==> config.mk <==
export PLATFORM = sky130hd
export DESIGN_NAME = sqrt_continued_fraction_period
export DESIGN_NICKNAME = d
export VERILOG_FILES = /design/src/sv/sqcf_pkg.sv /design/src/sv/sqrt_continued_fraction_period.sv
export SDC_FILE = /design/constraint.sdc
export NUM_CORES = 1
export LEC_CHECK = 0
export ABC_AREA = 0
export BUFFER_PORTS_ARGS = -buffer_cell sky130_fd_sc_hd__buf_2
export CORE_ASPECT_RATIO = 0.9
export CORE_UTILIZATION = 40
export DETAILED_ROUTE_END_ITERATION = 10
export GPL_TIMING_DRIVEN = 0
export PLACE_DENSITY = 0.59
export SYNTH_ARGS = -nofsm -noshare
export SYNTH_HDL_FRONTEND = slang
export SYNTH_SLANG_ARGS = --single-unit
export TNS_END_PERCENT = 10
==> constraint.sdc <==
create_clock -name clk -period 16.2 [get_ports clk]
set_input_delay 3.24 -clock clk [delete_from_list [all_inputs] [get_ports clk]]
set_output_delay 3.24 -clock clk [all_outputs]
set_load 0.005 [all_outputs]
==> src/sv/sqcf_pkg.sv <==
// sqcf_pkg: shared types for the square-root continued fraction period block
// no dependencies; used by sqrt_continued_fraction_period
`default_nettype none

package sqcf_pkg;

  // sequencer states, one-hot
  typedef enum logic [9:0] {
    S_IDLE = 10'b00_0000_0001,
    S_ROOT = 10'b00_0000_0010,
    S_MUL1 = 10'b00_0000_0100,
    S_SUB1 = 10'b00_0000_1000,
    S_MUL2 = 10'b00_0001_0000,
    S_LD1  = 10'b00_0010_0000,
    S_DIV1 = 10'b00_0100_0000,
    S_LD2  = 10'b00_1000_0000,
    S_DIV2 = 10'b01_0000_0000,
    S_DONE = 10'b10_0000_0000
  } state_t;

endpackage

`default_nettype wire

==> src/sv/sqrt_continued_fraction_period.sv <==
// sqrt_continued_fraction_period: period of the continued fraction of sqrt(n)
// depends on sqcf_pkg (state type)
//
// Usage:
//   Input channel (in_valid / in_ready / n) takes one word n. Output channel
//   (out_valid / out_ready / period, period_odd, is_square, saturated) gives
//   one result word per input word.
//   in_ready is high only while the block is idle; one word is worked on at
//   a time.
// Sequence:
//   the word is taken, then the integer square root is formed, two bits per
//   cycle; then each term of the expansion takes two multiplier passes and
//   two bit-serial divisions on the one shared restoring divider.
//   A perfect square finishes right after the root; otherwise the block
//   finishes once the period has been found or the term counter saturates.
// Stall:
//   the result is held in the output register while out_ready is low; the
//   block takes the next word once the result has been taken.
// Reset:
//   synchronous rst returns the sequencer to idle and drops out_valid.
`default_nettype none

module sqrt_continued_fraction_period #(
  parameter int N_WIDTH      = 32,
  parameter int PERIOD_WIDTH = 24
) (
  input  wire logic                    clk,
  input  wire logic                    rst,
  input  wire logic                    in_valid,
  output logic                         in_ready,
  input  wire logic [N_WIDTH-1:0]      n,
  output logic                         out_valid,
  input  wire logic                    out_ready,
  output logic [PERIOD_WIDTH-1:0]      period,
  output logic                         period_odd,
  output logic                         is_square,
  output logic                         saturated
);

  localparam int H  = (N_WIDTH + 1) / 2;   // bits of floor(sqrt(n))
  localparam int PW = 2 * H + 2;           // product width
  localparam int CW = $clog2(N_WIDTH);     // step counter width
  localparam logic [CW-1:0] ROOT_LAST = CW'(H - 1);
  localparam logic [CW-1:0] DIV_LAST  = CW'(N_WIDTH - 1);
  localparam logic [PERIOD_WIDTH-1:0] PERIOD_MAX = {PERIOD_WIDTH{1'b1}};

  sqcf_pkg::state_t state;

  logic [N_WIDTH-1:0]      nreg;
  logic [2*H-1:0]          sq_src;
  logic [H:0]              sq_rem;
  logic [H-1:0]            sq_root;
  logic [H-1:0]            a0;
  logic [H-1:0]            m;
  logic [H:0]              d;
  logic [H:0]              a;
  logic [PW-1:0]           prod;
  logic [N_WIDTH-1:0]      dq;
  logic [H:0]              drem;
  logic [CW-1:0]           step;
  logic [PERIOD_WIDTH-1:0] count;

  // integer square root, two bits per cycle
  logic [H+2:0] sq_sh, sq_trial, sq_diff;
  logic         sq_ge;
  logic [H:0]   sq_rem_next;
  logic [H-1:0] sq_root_next;

  assign sq_sh        = {sq_rem, sq_src[2*H-1 -: 2]};
  assign sq_trial     = {1'b0, sq_root, 2'b01};
  assign sq_ge        = (sq_sh >= sq_trial);
  assign sq_diff      = sq_sh - sq_trial;
  assign sq_rem_next  = sq_ge ? sq_diff[H:0] : sq_sh[H:0];
  assign sq_root_next = {sq_root[H-2:0], sq_ge};

  // shared restoring divider step, divisor is d
  logic [H+1:0]         dv_sh, dv_diff;
  logic                 dv_ge;
  logic [H:0]           drem_next;
  logic [N_WIDTH-1:0]   dq_next;

  assign dv_sh     = {drem, dq[N_WIDTH-1]};
  assign dv_ge     = (dv_sh >= {1'b0, d});
  assign dv_diff   = dv_sh - {1'b0, d};
  assign drem_next = dv_ge ? dv_diff[H:0] : dv_sh[H:0];
  assign dq_next   = {dq[N_WIDTH-2:0], dv_ge};

  // shared multiplier: d*a in the first pass, m*m in the second
  logic [H:0]    mul_x, mul_y;
  logic [PW-1:0] mul_out;

  assign mul_x   = (state == sqcf_pkg::S_MUL1) ? d : {1'b0, m};
  assign mul_y   = (state == sqcf_pkg::S_MUL1) ? a : {1'b0, m};
  assign mul_out = PW'(mul_x) * PW'(mul_y);

  // end-of-term values
  logic [PERIOD_WIDTH-1:0] count_next;
  logic [H:0]              a_new;
  logic                    closed;

  assign count_next = count + 1'b1;
  assign a_new      = dq_next[H:0];
  assign closed     = (a_new == {a0, 1'b0});

  assign in_ready = (state == sqcf_pkg::S_IDLE);

  // control
  always_ff @(posedge clk) begin
    if (rst) begin
      state     <= sqcf_pkg::S_IDLE;
      out_valid <= 1'b0;
    end else begin
      unique case (state)
        sqcf_pkg::S_IDLE: begin
          if (in_valid) state <= sqcf_pkg::S_ROOT;
        end
        sqcf_pkg::S_ROOT: begin
          if (step == ROOT_LAST) begin
            if (sq_rem_next == '0) begin
              state     <= sqcf_pkg::S_DONE;
              out_valid <= 1'b1;
            end else begin
              state <= sqcf_pkg::S_MUL1;
            end
          end
        end
        sqcf_pkg::S_MUL1: state <= sqcf_pkg::S_SUB1;
        sqcf_pkg::S_SUB1: state <= sqcf_pkg::S_MUL2;
        sqcf_pkg::S_MUL2: state <= sqcf_pkg::S_LD1;
        sqcf_pkg::S_LD1:  state <= sqcf_pkg::S_DIV1;
        sqcf_pkg::S_DIV1: begin
          if (step == DIV_LAST) state <= sqcf_pkg::S_LD2;
        end
        sqcf_pkg::S_LD2:  state <= sqcf_pkg::S_DIV2;
        sqcf_pkg::S_DIV2: begin
          if (step == DIV_LAST) begin
            if (closed || count_next == PERIOD_MAX) begin
              state     <= sqcf_pkg::S_DONE;
              out_valid <= 1'b1;
            end else begin
              state <= sqcf_pkg::S_MUL1;
            end
          end
        end
        sqcf_pkg::S_DONE: begin
          if (out_ready) begin
            state     <= sqcf_pkg::S_IDLE;
            out_valid <= 1'b0;
          end
        end
        default: begin
          state     <= sqcf_pkg::S_IDLE;
          out_valid <= 1'b0;
        end
      endcase
    end
  end

  // datapath
  always_ff @(posedge clk) begin
    unique case (state)
      sqcf_pkg::S_IDLE: begin
        nreg    <= n;
        sq_src  <= (2*H)'(n);
        sq_rem  <= '0;
        sq_root <= '0;
        step    <= '0;
      end
      sqcf_pkg::S_ROOT: begin
        sq_src  <= {sq_src[2*H-3:0], 2'b00};
        sq_rem  <= sq_rem_next;
        sq_root <= sq_root_next;
        step    <= step + 1'b1;
        if (step == ROOT_LAST) begin
          a0    <= sq_root_next;
          m     <= '0;
          d     <= (H+1)'(1);
          a     <= {1'b0, sq_root_next};
          count <= '0;
          if (sq_rem_next == '0) begin
            period     <= '0;
            period_odd <= 1'b0;
            is_square  <= 1'b1;
            saturated  <= 1'b0;
          end
        end
      end
      sqcf_pkg::S_MUL1: prod <= mul_out;
      // m' = d*a - m
      sqcf_pkg::S_SUB1: m <= prod[H-1:0] - m;
      sqcf_pkg::S_MUL2: prod <= mul_out;
      // dividend n - m'*m'
      sqcf_pkg::S_LD1: begin
        dq   <= nreg - prod[N_WIDTH-1:0];
        drem <= '0;
        step <= '0;
      end
      sqcf_pkg::S_DIV1: begin
        dq   <= dq_next;
        drem <= drem_next;
        step <= step + 1'b1;
        if (step == DIV_LAST) begin
          // zero divisor guard
          d <= (dq_next == '0) ? (H+1)'(1) : dq_next[H:0];
        end
      end
      // dividend a0 + m'
      sqcf_pkg::S_LD2: begin
        dq   <= N_WIDTH'({1'b0, a0} + {1'b0, m});
        drem <= '0;
        step <= '0;
      end
      sqcf_pkg::S_DIV2: begin
        dq   <= dq_next;
        drem <= drem_next;
        step <= step + 1'b1;
        if (step == DIV_LAST) begin
          a     <= a_new;
          count <= count_next;
          if (closed || count_next == PERIOD_MAX) begin
            period     <= count_next;
            period_odd <= closed & count_next[0];
            is_square  <= 1'b0;
            saturated  <= ~closed;
          end
        end
      end
      sqcf_pkg::S_DONE: begin
      end
      default: begin
      end
    endcase
  end

endmodule

`default_nettype wire

=== After elaboration in Yosys (flattened, before gate mapping) ===
Index checks and enable logic that the tools add are counted.

* Add/subtract/negate cells: 7
* Multipliers: 1
* $lt $le $gt $ge: 2
* Equal/unequal tests: 21
* Multiplexer cells: 52
* Bitwise operators: 3
* Reductions and logical operators: 23

{| class="wikitable"
|+ Operator list
! kind !! count
|-
| 17-bit 2-to-1 mux || 9
|-
| 24-bit 2-to-1 mux || 6
|-
| 17-bit case mux with 2 select lines || 4
|-
| 10-bit case mux with 10 select lines || 1
|-
| 24-bit case mux with 2 select lines || 2
|-
| 32-bit case mux with 3 select lines || 1
|-
| 10-bit 2-to-1 mux || 7
|-
| 16-bit case mux with 2 select lines || 2
|-
| 32-bit case mux with 2 select lines || 1
|-
| 17-bit subtractor || 2
|-
| 32-bit logical NOT || 1
|-
| 17-bit by 17-bit multiplier with 32-bit output || 1
|-
| 32-bit subtractor || 1
|-
| 24-bit by 1-bit adder with 24-bit output (second input constant) || 1
|-
| 24-bit equality test (second input constant) || 1
|-
| 19-bit by 18-bit greater-or-equal comparator with 1-bit output || 1
|-
| 18-bit by 17-bit greater-or-equal comparator with 1-bit output || 1
|-
| 16-bit by 16-bit adder with 17-bit output || 1
|-
| 17-bit equality test || 1
|-
| 17-bit logical NOT || 1
|-
| 16-bit 2-to-1 mux || 1
|-
| 16-bit subtractor || 1
|-
| 2-bit inequality test (second input constant) || 7
|-
| 1-bit 2-to-1 mux || 13
|-
| 28 further kinds || 42
|}

* Bits in registers: 311
* Bits of input ports: 36
* Output and inout bits: 29

=== Logic depth before layout (Yosys ltp) ===
Gate-level depths: netlist of the first run.

* Depth after elaboration: 6
* Gate-level depth with buffers: 31
* Gate-level depth less buffers: 29

=== Least setup slack after synthesis of the first run ===
Ideal clock, no wire load.

* Path kind: reg-to-reg
* From: register state[0]
* To: register prod[31] (data pin)
* Library setup time: 262 ps
* Arrival: 7351 ps
* Required time: 15938 ps
* Slack: 8586 ps
* Stages on the path, launching flop included: 29
* Clock period less this slack: 7614 ps
* Cells stage by stage: dfxtp_1 -> nor4_1 -> nand2_1 -> nor2_1 -> clkbuf_1 -> nor2_1 -> a21oi_1 -> nor2_1 -> fa_1 -> inv_1 -> fa_1 -> inv_1 -> fa_1 -> fa_1 -> fa_1 -> inv_1 -> fa_1 -> inv_1 -> ha_1 -> a21o_1 -> a21o_1 -> nor4b_1 -> o2bb2ai_1 -> o311ai_1 -> a31o_1 -> a21o_1 -> a21o_1 -> a21oi_1 -> xor2_1

* Longest elaborated chain between the ends: 3
* Elaborated cells between the ends (all ways): 4
* Classes of those cells: 1 x mul; 1 x eq/ne; 2 x mux

{| class="wikitable"
|+ Ends and longest elaborated chain
! what !! RTL line !! RTL
|-
| start: declaration || sqrt_continued_fraction_period.sv:47 || <nowiki>sqcf_pkg::state_t state;</nowiki>
|-
| start signal: assignment || sqrt_continued_fraction_period.sv:110 || <nowiki>state <= sqcf_pkg::S_IDLE;</nowiki>
|-
| start signal: assignment || sqrt_continued_fraction_period.sv:115 || <nowiki>if (in_valid) state <= sqcf_pkg::S_ROOT;</nowiki>
|-
| start signal: assignment || sqrt_continued_fraction_period.sv:120 || <nowiki>state <= sqcf_pkg::S_DONE;</nowiki>
|-
| 10-bit by 3-bit equality test with 1-bit output * || sqrt_continued_fraction_period.sv:92, sqrt_continued_fraction_period.sv:93 ||
|-
| 17-bit 2-to-1 mux (on tied branches) || sqrt_continued_fraction_period.sv:92, sqrt_continued_fraction_period.sv:93 ||
|-
| 17-bit by 17-bit multiplier with 32-bit output * || sqrt_continued_fraction_period.sv:94 || <nowiki>assign mul_out = PW'(mul_x) * PW'(mul_y);</nowiki>
|-
| named net mul_out[31] || sqrt_continued_fraction_period.sv:90 || <nowiki>logic [PW-1:0] mul_out;</nowiki>
|-
| end signal: assignment || sqrt_continued_fraction_period.sv:188 || <nowiki>sqcf_pkg::S_MUL1: prod <= mul_out;</nowiki>
|-
| end signal: assignment || sqrt_continued_fraction_period.sv:191 || <nowiki>sqcf_pkg::S_MUL2: prod <= mul_out;</nowiki>
|-
| end: declaration || sqrt_continued_fraction_period.sv:57 || <nowiki>logic [PW-1:0] prod;</nowiki>
|}

The timed path passes the listed nets; every way through them passes the cells marked *.
A chain may end at the register's enable or synchronous reset.

=== Worst setup path in the final report of the first run ===
* From: register state[5]
* To: register prod[30] (data pin)

The elaborated chain is that of the path after synthesis.

==> metrics.csv, run 1 <==
metric,value,unit
status,"finished, violations left",
failing checks,"capacitance limit, slew limit",
Mapped Area,26500,um^2
Pre-Repair DR Iteration Count,5,
"Hold Violations, Final",0,
Worst R2R Start,state[5],
Post-synth EDFFs,300,
total gr overflow,0,
Critical Path End,prod[30],
most frequent CP cell,fa_1,
synth-to-layout area growth,10.4,%
DR vias,20100,
"Gates resized, CTS repair",0,
Leakage,13.2,nW
number of diodes,0,
period utilisation layout,59.1,%
Cells after Synth,2722,
main flop type after synthesis,edfxtp_1,
Worst VDD drop,0.254,mV
hold buffer count at CTS,0,
unrepaired setup endpoints after global routing,false,
Int Pwr,3.44,mW
largest net degree at the start of global routing,66,
combinational group share of total power,64.3,%
layout cells sized above 1,6.09,%
Pwr Density,221,nW/um^2
Clk pwr share,13.4,%
met1 Use GR,35.7,%
CTS Buffer Depth,3,
core footprint,65500,um^2
final instance area,29200,um^2
Clock Skews,0.0423,ns
Synth Area per Inst,9.72,um^2
# DRC,0,
top cell type's share of synthesized area,34.1,%
Post-synth ARST share,0,%
Post-CTS Setup Inserts,0,
DRT iter0 DRCs,1666,
CP arrival,9.86,ns
# IOs,65,
launch point of the critical path,state[5],
fill count,6330,
total of max-cap violations,2,
Top Usage Layer GRT,met2,
CP Capture Type,flop,
CP Data Required Time,16.50,ns
Mapped Nets,3184,
sequential fraction of design power,22.2,%
count of buffers from port buffering,63,
Tmin final,9.57,ns
Starting Density,40.4,%
vias in the first global route,20300,
Critical Path Fanout Max,10,
"Max stage delay cell, worst path",a21oi_1,
Sw Ratio,46.6,%
Final HPWL DP,65100,um
die area,67200,um^2
DIE HEIGHT,246,um
Chip Width,273,um
Worst Max-Slew Pin Slew,1.56,ns
CTS sink count,311,
Worst-path clk slew,0.06,ns
Hold/Removal Path Class,flop to flop,
routed wire length,82200,um
Hold Path Stages,2,
"area leader, netlist",edfxtp_1,
Worst R2R Setup Slack,6.63,ns
fin util,44.6,%
"Slew Viols, Final",21,
antenna-violating nets left,0,
first-pass GRT wire length,125000,um
met3 Usage GRT,3.58,%
switching power,3.00,mW
main area contributors after synthesis,"edfxtp_1, fa_1, ha_1, inv_1, nand2_1",
CTS buffer count,37,
initial antenna violation count,2,
GR Util All Layers,24.9,%
Clock Tree Root,clkbuf_16,
Yosys warnings,0,
CTS HTree Levels,2,
sequential area share after synthesis,34.9,%
R2R Path End,prod[30],
Cell Rows,89,
post-layout net count,3290,
FF-to-FF path depth,29,
Final Setup Violations,0,
startpoint types,flop,
placed standard-cell area,27900,um^2
Clock Latency Late Sink,0.58,ns
vias per std cell,5.41,
GRT met2 Usage,39.4,%
Yosys reg bits,311,
CTS tree,done,
critical path type,flop to flop,
synth unique cells,75,
RePlAce Congestion,0.985,
Setup TNS Final,0,ns
fmax,0.105,GHz
crit-path max cell delay,0.92,ns
Avg WL per Cell,22.1,um
Worst slew margin,-4.57,%
-- logic make-up (layout without fill, tap and decap cells) --
logic type / Yosys count / after routing / synth area share (%)
mux: 45 / 45 / 1.78
flops: 311 / 311 / 34.9
compound gates: 406 / 406 / 9.63
buf+inv: 461 / 596 / 6.57
fa+ha+maj: 426 / 426 / 26.6
simple gates: 924 / 924 / 15.6
xor+xnor: 149 / 149 / 4.99
-- layout by cell type, fill, tap and decap left out, drive strengths merged, types with 7 or more instances in the layout --
cell type / count
nand2: 368
a22oi: 16
nand4b: 7
and3: 28
nor4: 23
buf: 77
nand4: 30
and2: 32
a22o: 10
dfxtp: 11
clkbuf: 99
edfxtp: 300
xnor2: 98
ha: 199
nor2: 294
clkinv: 13
fa: 227
o31ai: 13
mux2: 16
o21ai: 92
a31oi: 14
nor3: 35
nand3b: 8
o211ai: 7
a211oi: 14
a21o: 36
or3: 15
or2: 10
inv: 398
o21a: 10
xor2: 51
nand3: 31
nor2b: 12
nand2b: 22
mux2i: 29
o21bai: 14
a21oi: 133
-- worst max-delay path: cells and delay by family, from the launching register on --
family          cells  cell delay (ns)
compound gates      8             2.77
buf+inv             6             0.89
fa+ha+maj           7             3.47
xor+xnor            1             0.14
simple gates        7             1.66
flops               1             0.37
-- metrics by stage --
step	instances	power [mW]	hold slack (ns)	setup slack, ns
floorplan	2722	4.30	0.444	8.59
global placement	3649	5.47	0.483	6.87
detailed placement	3652	5.47	0.495	6.80
CTS	3720	6.42	0.513	6.73
global route	3721	6.99	0.529	6.25
finish	3721	6.44	0.513	6.63
-- how the worst min path moves through the flow --
stage                     start          to
floorplan            sq_root[9]      a0[10]
global placement       state[4]    state[5]
detailed placement   sq_src[13]  sq_src[15]
CTS                  sq_src[13]  sq_src[15]
global route        sq_root[14]      a0[15]
finish               sq_src[26]  sq_src[28]
-- final cells by class --
cell class	count	area, um^2	share of cell area [%]
buffer	67	259	0.887
clock buffer	42	945	3.23
clock inverter	26	292	0.998
inverter	394	1480	5.06
multi-input combinational	1950	15500	53.2
sequential	311	9230	31.6
tap	864	1080	3.70
timing repair buffer	67	394	1.35
-- Yosys cell counts, drive strengths merged, types with 30 or more instances --
| cell | n |
|---|---|
| a21oi | 133 |
| xnor2 | 98 |
| o21ai | 92 |
| and2 | 32 |
| nand2 | 368 |
| nor3 | 35 |
| fa | 227 |
| ha | 199 |
| a21o | 36 |
| clkbuf | 57 |
| nor2 | 294 |
| xor2 | 51 |
| nand4 | 30 |
| nand3 | 31 |
| edfxtp | 300 |
| inv | 394 |
-- registers in the layout, summed over array words and instances, names as in the netlist, 24 cells and up --
register  count
count        24
dq           32
nreg         32
period       24
prod         32
sq_src       32
-- metal layers --
| layer | vias to the layer above | part of all wire (%) |
|---|---|---|
| met3 | 112 | 6.2 |
| met5 | - | 0.034 |
| met4 | 4 | 2.2 |
| met2 | 670 | 45 |
| met1 | 9981 | 46 |
| li1 | 9365 | - |
-- power by group through the flow --
stage | Sequential [mW] | Clock [mW] | Combinational [mW]
floorplan | 1.40 | 0 | 2.90
global placement | 1.46 | 0 | 4.01
detailed placement | 1.45 | 0 | 4.02
CTS | 1.43 | 0.882 | 4.10
global route | 1.45 | 0.911 | 4.63
finish | 1.43 | 0.866 | 4.14
(Power assumes the default switching activity.)
==> run 2, diff against run 1 <==
clock period = 9.5 ns   (was 16.2 ns; I/O delays follow)
==> metrics.csv, run 2 (synthesis gave the netlist of run 1 again) <==
metric,value,unit
status,completed,
critical path type,flop to flop,
layout cells sized above 1,6.90,%
Clock Tree Root,clkbuf_16,
Tmin final,9.11,ns
"Buf+Inv Stages, Crit Path",5,
CP Capture Type,flop,
DIE HEIGHT,246,um
"commonest non-fill, non-tap cell in the layout",inv_1,
Final Setup Violations,0,
core footprint,65500,um^2
CTS HTree Levels,2,
WL met2,37300,um
CTS Buffer Depth,3,
synth-to-layout area growth,10.7,%
fmax,0.110,GHz
CTS buffer count,37,
Total Power,11.0,mW
CP Data Required Time,9.79,ns
Cell Rows,89,
"Slew Viols, Final",0,
most frequent CP cell,fa_1,
antenna-violating nets left,0,
combinational group share of total power,64.4,%
Leakage,13.2,nW
Finished Layout Cells,3721,
post-layout net count,3290,
vias in the first global route,20300,
Avg WL per Cell,22.1,um
RePlAce Congestion,0.985,
Starting Density,40.4,%
Pre-Repair DR Iteration Count,6,
total gr overflow,0,
hold slack,0.513,ns
fin util,44.7,%
"Hold Violations, Final",0,
Met3 Wirelength,4920,um
"Gates resized, CTS repair",0,
Top Layer Used,met5,
CTS sink count,311,
DR vias,20100,
Critical Path Fanout Max,10,
top cell family by delay on the critical path,adder cells,
hold buffer count at CTS,0,
switching power,5.15,mW
crit-path max cell delay,0.64,ns
period utilisation layout,95.9,%
Clk pwr share,13.4,%
Worst Slack Setup Final,0.391,ns
startpoint types,flop,
Worst VDD drop,0.450,mV
Worst-path clk slew,0.06,ns
Worst slew margin,5.21,%
total of max-cap violations,0,
Post-CTS Setup Inserts,0,
Hold/Removal Path Class,flop to flop,
Chip Width,273,um
Clock Skews,0.0435,ns
final instance area,29300,um^2
largest net degree at the start of global routing,66,
CP arrival,9.40,ns
routed wire length,82300,um
Clock Latency Late Sink,0.59,ns
Worst Max-Slew Pin Slew,1.41,ns
count of buffers from port buffering,63,
Final HPWL DP,65100,um
"Max stage delay cell, worst path",a21oi_2,
unrepaired setup endpoints after global routing,false,
dpl cells,3652,
Setup TNS Final,0,ns
GR Util All Layers,24.9,%
Int Pwr,5.87,mW
Pwr Density,377,nW/um^2
sequential fraction of design power,22.2,%
first-pass GRT wire length,125000,um
CTS tree,done,
initial antenna violation count,2,
pre-CTS setup slack,0.0967,ns
placed standard-cell area,27900,um^2
met1 WL,38300,um
vias per std cell,5.41,
die area,67200,um^2
most frequent cells in the layout,"inv_1, nand2_1, edfxtp_1, nor2_1, fa_1",
number of diodes,0,
Sw Ratio,46.7,%
# DRC,0,
# IOs,65,
DRT iter0 DRCs,1587,
==> run 2: changes by cell type in the layout (fill, tap and decap cells not counted), sizes merged <==
cell	change
clkbuf	+1
buf	-1
==> run 2: worst min-delay path: cells and delay by family, from the launching register on <==
family           cells  cell delay, ns
AND/OR/NAND/NOR      2            0.09
flip-flops           1            0.32
==> run 2: power by group through the flow <==
stage                     logic, mW  registers [mW]  clock network, mW
after global placement         6.83            2.49                  0
after CTS                      7.00            2.45               1.50
after detailed placement       6.85            2.47                  0
after floorplan                4.95            2.38                  0
final                          7.11            2.44               1.48
after global routing           7.92            2.47               1.55
==> run 2: final cells by class <==
| class | instances | area [um^2] |
|---|---|---|
| Clock inverter | 26 | 292 |
| Clock buffer | 42 | 945 |
| Sequential cell | 311 | 9230 |
| Multi-Input combinational cell | 1950 | 15600 |
| Buffer | 67 | 270 |
| Tap cell | 864 | 1080 |
| Inverter | 394 | 1480 |
| Timing Repair Buffer | 67 | 394 |
| Fill cell | 6332 | 36200 |
==> run 2: final timing paths <==
| kind | depth (start not counted) | to | startpoint | slack [ns] |
|---|---|---|---|---|
| min | 2 | sq_src[28] | sq_src[26] | 0.51 |
| max reg2reg | 28 | prod[31] | state[5] | 0.39 |
| min reg2reg | 2 | sq_src[28] | sq_src[26] | 0.51 |
| max | 28 | prod[31] | state[5] | 0.39 |
==> run 2: layer usage <==
metal | track usage [%] | up-vias
met3 | 3.58 | 102
met5 | 0 | -
li1 | - | 9372
met4 | 6.13 | 4
met2 | 39.4 | 622
met1 | 35.7 | 10000
==> run 3, diff against run 2 <==
RECOVER_POWER = 50   (was unset)
==> metrics.csv, run 3 (synthesis gave the netlist of run 1 again) <==
metric,value,unit
status,"finished, violations left",
failing checks,"capacitance limit, slew limit",
Final Setup Violations,0,
"Gates resized, CTS repair",0,
layout cells sized above 1,5.25,%
die area,67200,um^2
antenna-violating nets left,0,
startpoint types,flop,
Final HPWL DP,65100,um
fill count,6357,
CP arrival,9.31,ns
Post-CTS Setup Inserts,0,
initial antenna violation count,2,
CP Capture Type,flop,
unrepaired setup endpoints after global routing,false,
GR Util All Layers,24.9,%
routed wire length,82100,um
Tmin final,9.02,ns
CTS buffer count,37,
Cell Rows,89,
Finished Layout Cells,3721,
CTS tree,done,
count of buffers from port buffering,63,
period utilisation layout,94.9,%
FF-to-FF path depth,28,
RePlAce Congestion,0.985,
synth-to-layout area growth,10.2,%
Worst Max-Slew Pin Slew,1.79,ns
Chip Width,273,um
Starting Density,40.4,%
Worst VDD drop,0.449,mV
Clock Latency Late Sink,0.58,ns
Worst R2R Setup Slack,0.48,ns
critical path type,flop to flop,
DRT iter0 DRCs,1701,
CTS Buffer Depth,3,
Leakage,13.1,nW
DR vias,20200,
DIE HEIGHT,246,um
Avg WL per Cell,22.1,um
CTS HTree Levels,2,
"Slew Viols, Final",97,
total gr overflow,0,
crit-path max cell delay,0.63,ns
fin util,44.5,%
Clock Skews,0.0397,ns
post-layout net count,3290,
number of diodes,0,
hold buffer count at CTS,0,
first-pass GRT wire length,125000,um
vias in the first global route,20300,
"commonest non-fill, non-tap cell in the layout",inv_1,
Setup TNS Final,0,ns
R2R Path End,prod[31],
Worst R2R Start,state[0],
dpl cells,3652,
Hold/Removal Path Class,flop to flop,
"Max stage delay cell, worst path",a21oi_2,
Critical Path Fanout Max,10,
Pwr Density,377,nW/um^2
most frequent CP cell,fa_1,
Worst-path clk slew,0.06,ns
largest net degree at the start of global routing,66,
Critical Path End,prod[31],
launch point of the critical path,state[0],
core footprint,65500,um^2
most frequent cells in the layout,"inv_1, nand2_1, edfxtp_1, nor2_1, fa_1",
Pre-Repair DR Iteration Count,8,
"Hold Violations, Final",0,
total of max-cap violations,5,
Worst slew margin,-19.1,%
# DRC,0,
CP Data Required Time,9.79,ns
fmax,0.111,GHz
CTS sink count,311,
# IOs,65,
Clock Tree Root,clkbuf_16,
vias per std cell,5.42,
==> run 3: stage by stage <==
stage	power, mW	worst slack, ns	instance area, um^2	hold slack (ns)
2_1_floorplan	7.33	1.89	26500	0.444
3_3_place_gp	9.32	0.175	27900	0.483
3_5_place_dp	9.32	0.0967	27900	0.495
4_1_cts	10.9	0.0348	29200	0.513
5_1_grt	11.9	0.0812	29100	0.529
6_report	11.0	0.481	29100	0.507
==> run 3: worst max-delay path, delay by kind of cell, from the launching register on <==
kind	cells	cell delay (ns)
flops	1	0.35
buf+inv	5	0.77
compound gates	9	2.32
xor+xnor	1	0.10
simple gates	6	1.58
fa+ha+maj	7	3.59
==> run 3: worst min-delay path by stage <==
stage / from / to / slack [ns] / cells past startpoint
final: state[4] / state[5] / 0.51 / 2
after floorplan: sq_root[9] / a0[10] / 0.44 / 0
after global routing: sq_root[14] / a0[15] / 0.53 / 0
after CTS: sq_src[13] / sq_src[15] / 0.51 / 2
after global placement: state[4] / state[5] / 0.48 / 2
after detailed placement: sq_src[13] / sq_src[15] / 0.50 / 2
==> run 3: layout make-up <==
class	count	area (um^2)	share of cell area, %
multi-input cells	1950	15600	53.4
flip-flops and latches	311	9230	31.7
clock buffers	42	945	3.24
well taps	864	1080	3.71
plain buffers	67	270	0.927
inverters	394	1480	5.07
clock inverters	26	292	1.00
repair buffers	67	295	1.01
==> run 3: power by group <==
part           total, mW  switching (mW)  internal, mW
registers           2.45           0.203          2.25
logic               7.07            4.32          2.74
clock network       1.47           0.611         0.862
total               11.0            5.14          5.85
==> run 3: metal layers <==
| layer | wire (um) | part of all wire, % | track usage [%] | up-vias |
|---|---|---|---|---|
| met5 | 28 | 0.034 | 0 | - |
| met4 | 1750 | 2.1 | 6.13 | 4 |
| met3 | 5070 | 6.2 | 3.58 | 107 |
| met2 | 37100 | 45 | 39.4 | 672 |
| met1 | 38200 | 47 | 35.7 | 10000 |
| li1 | - | - | - | 9366 |
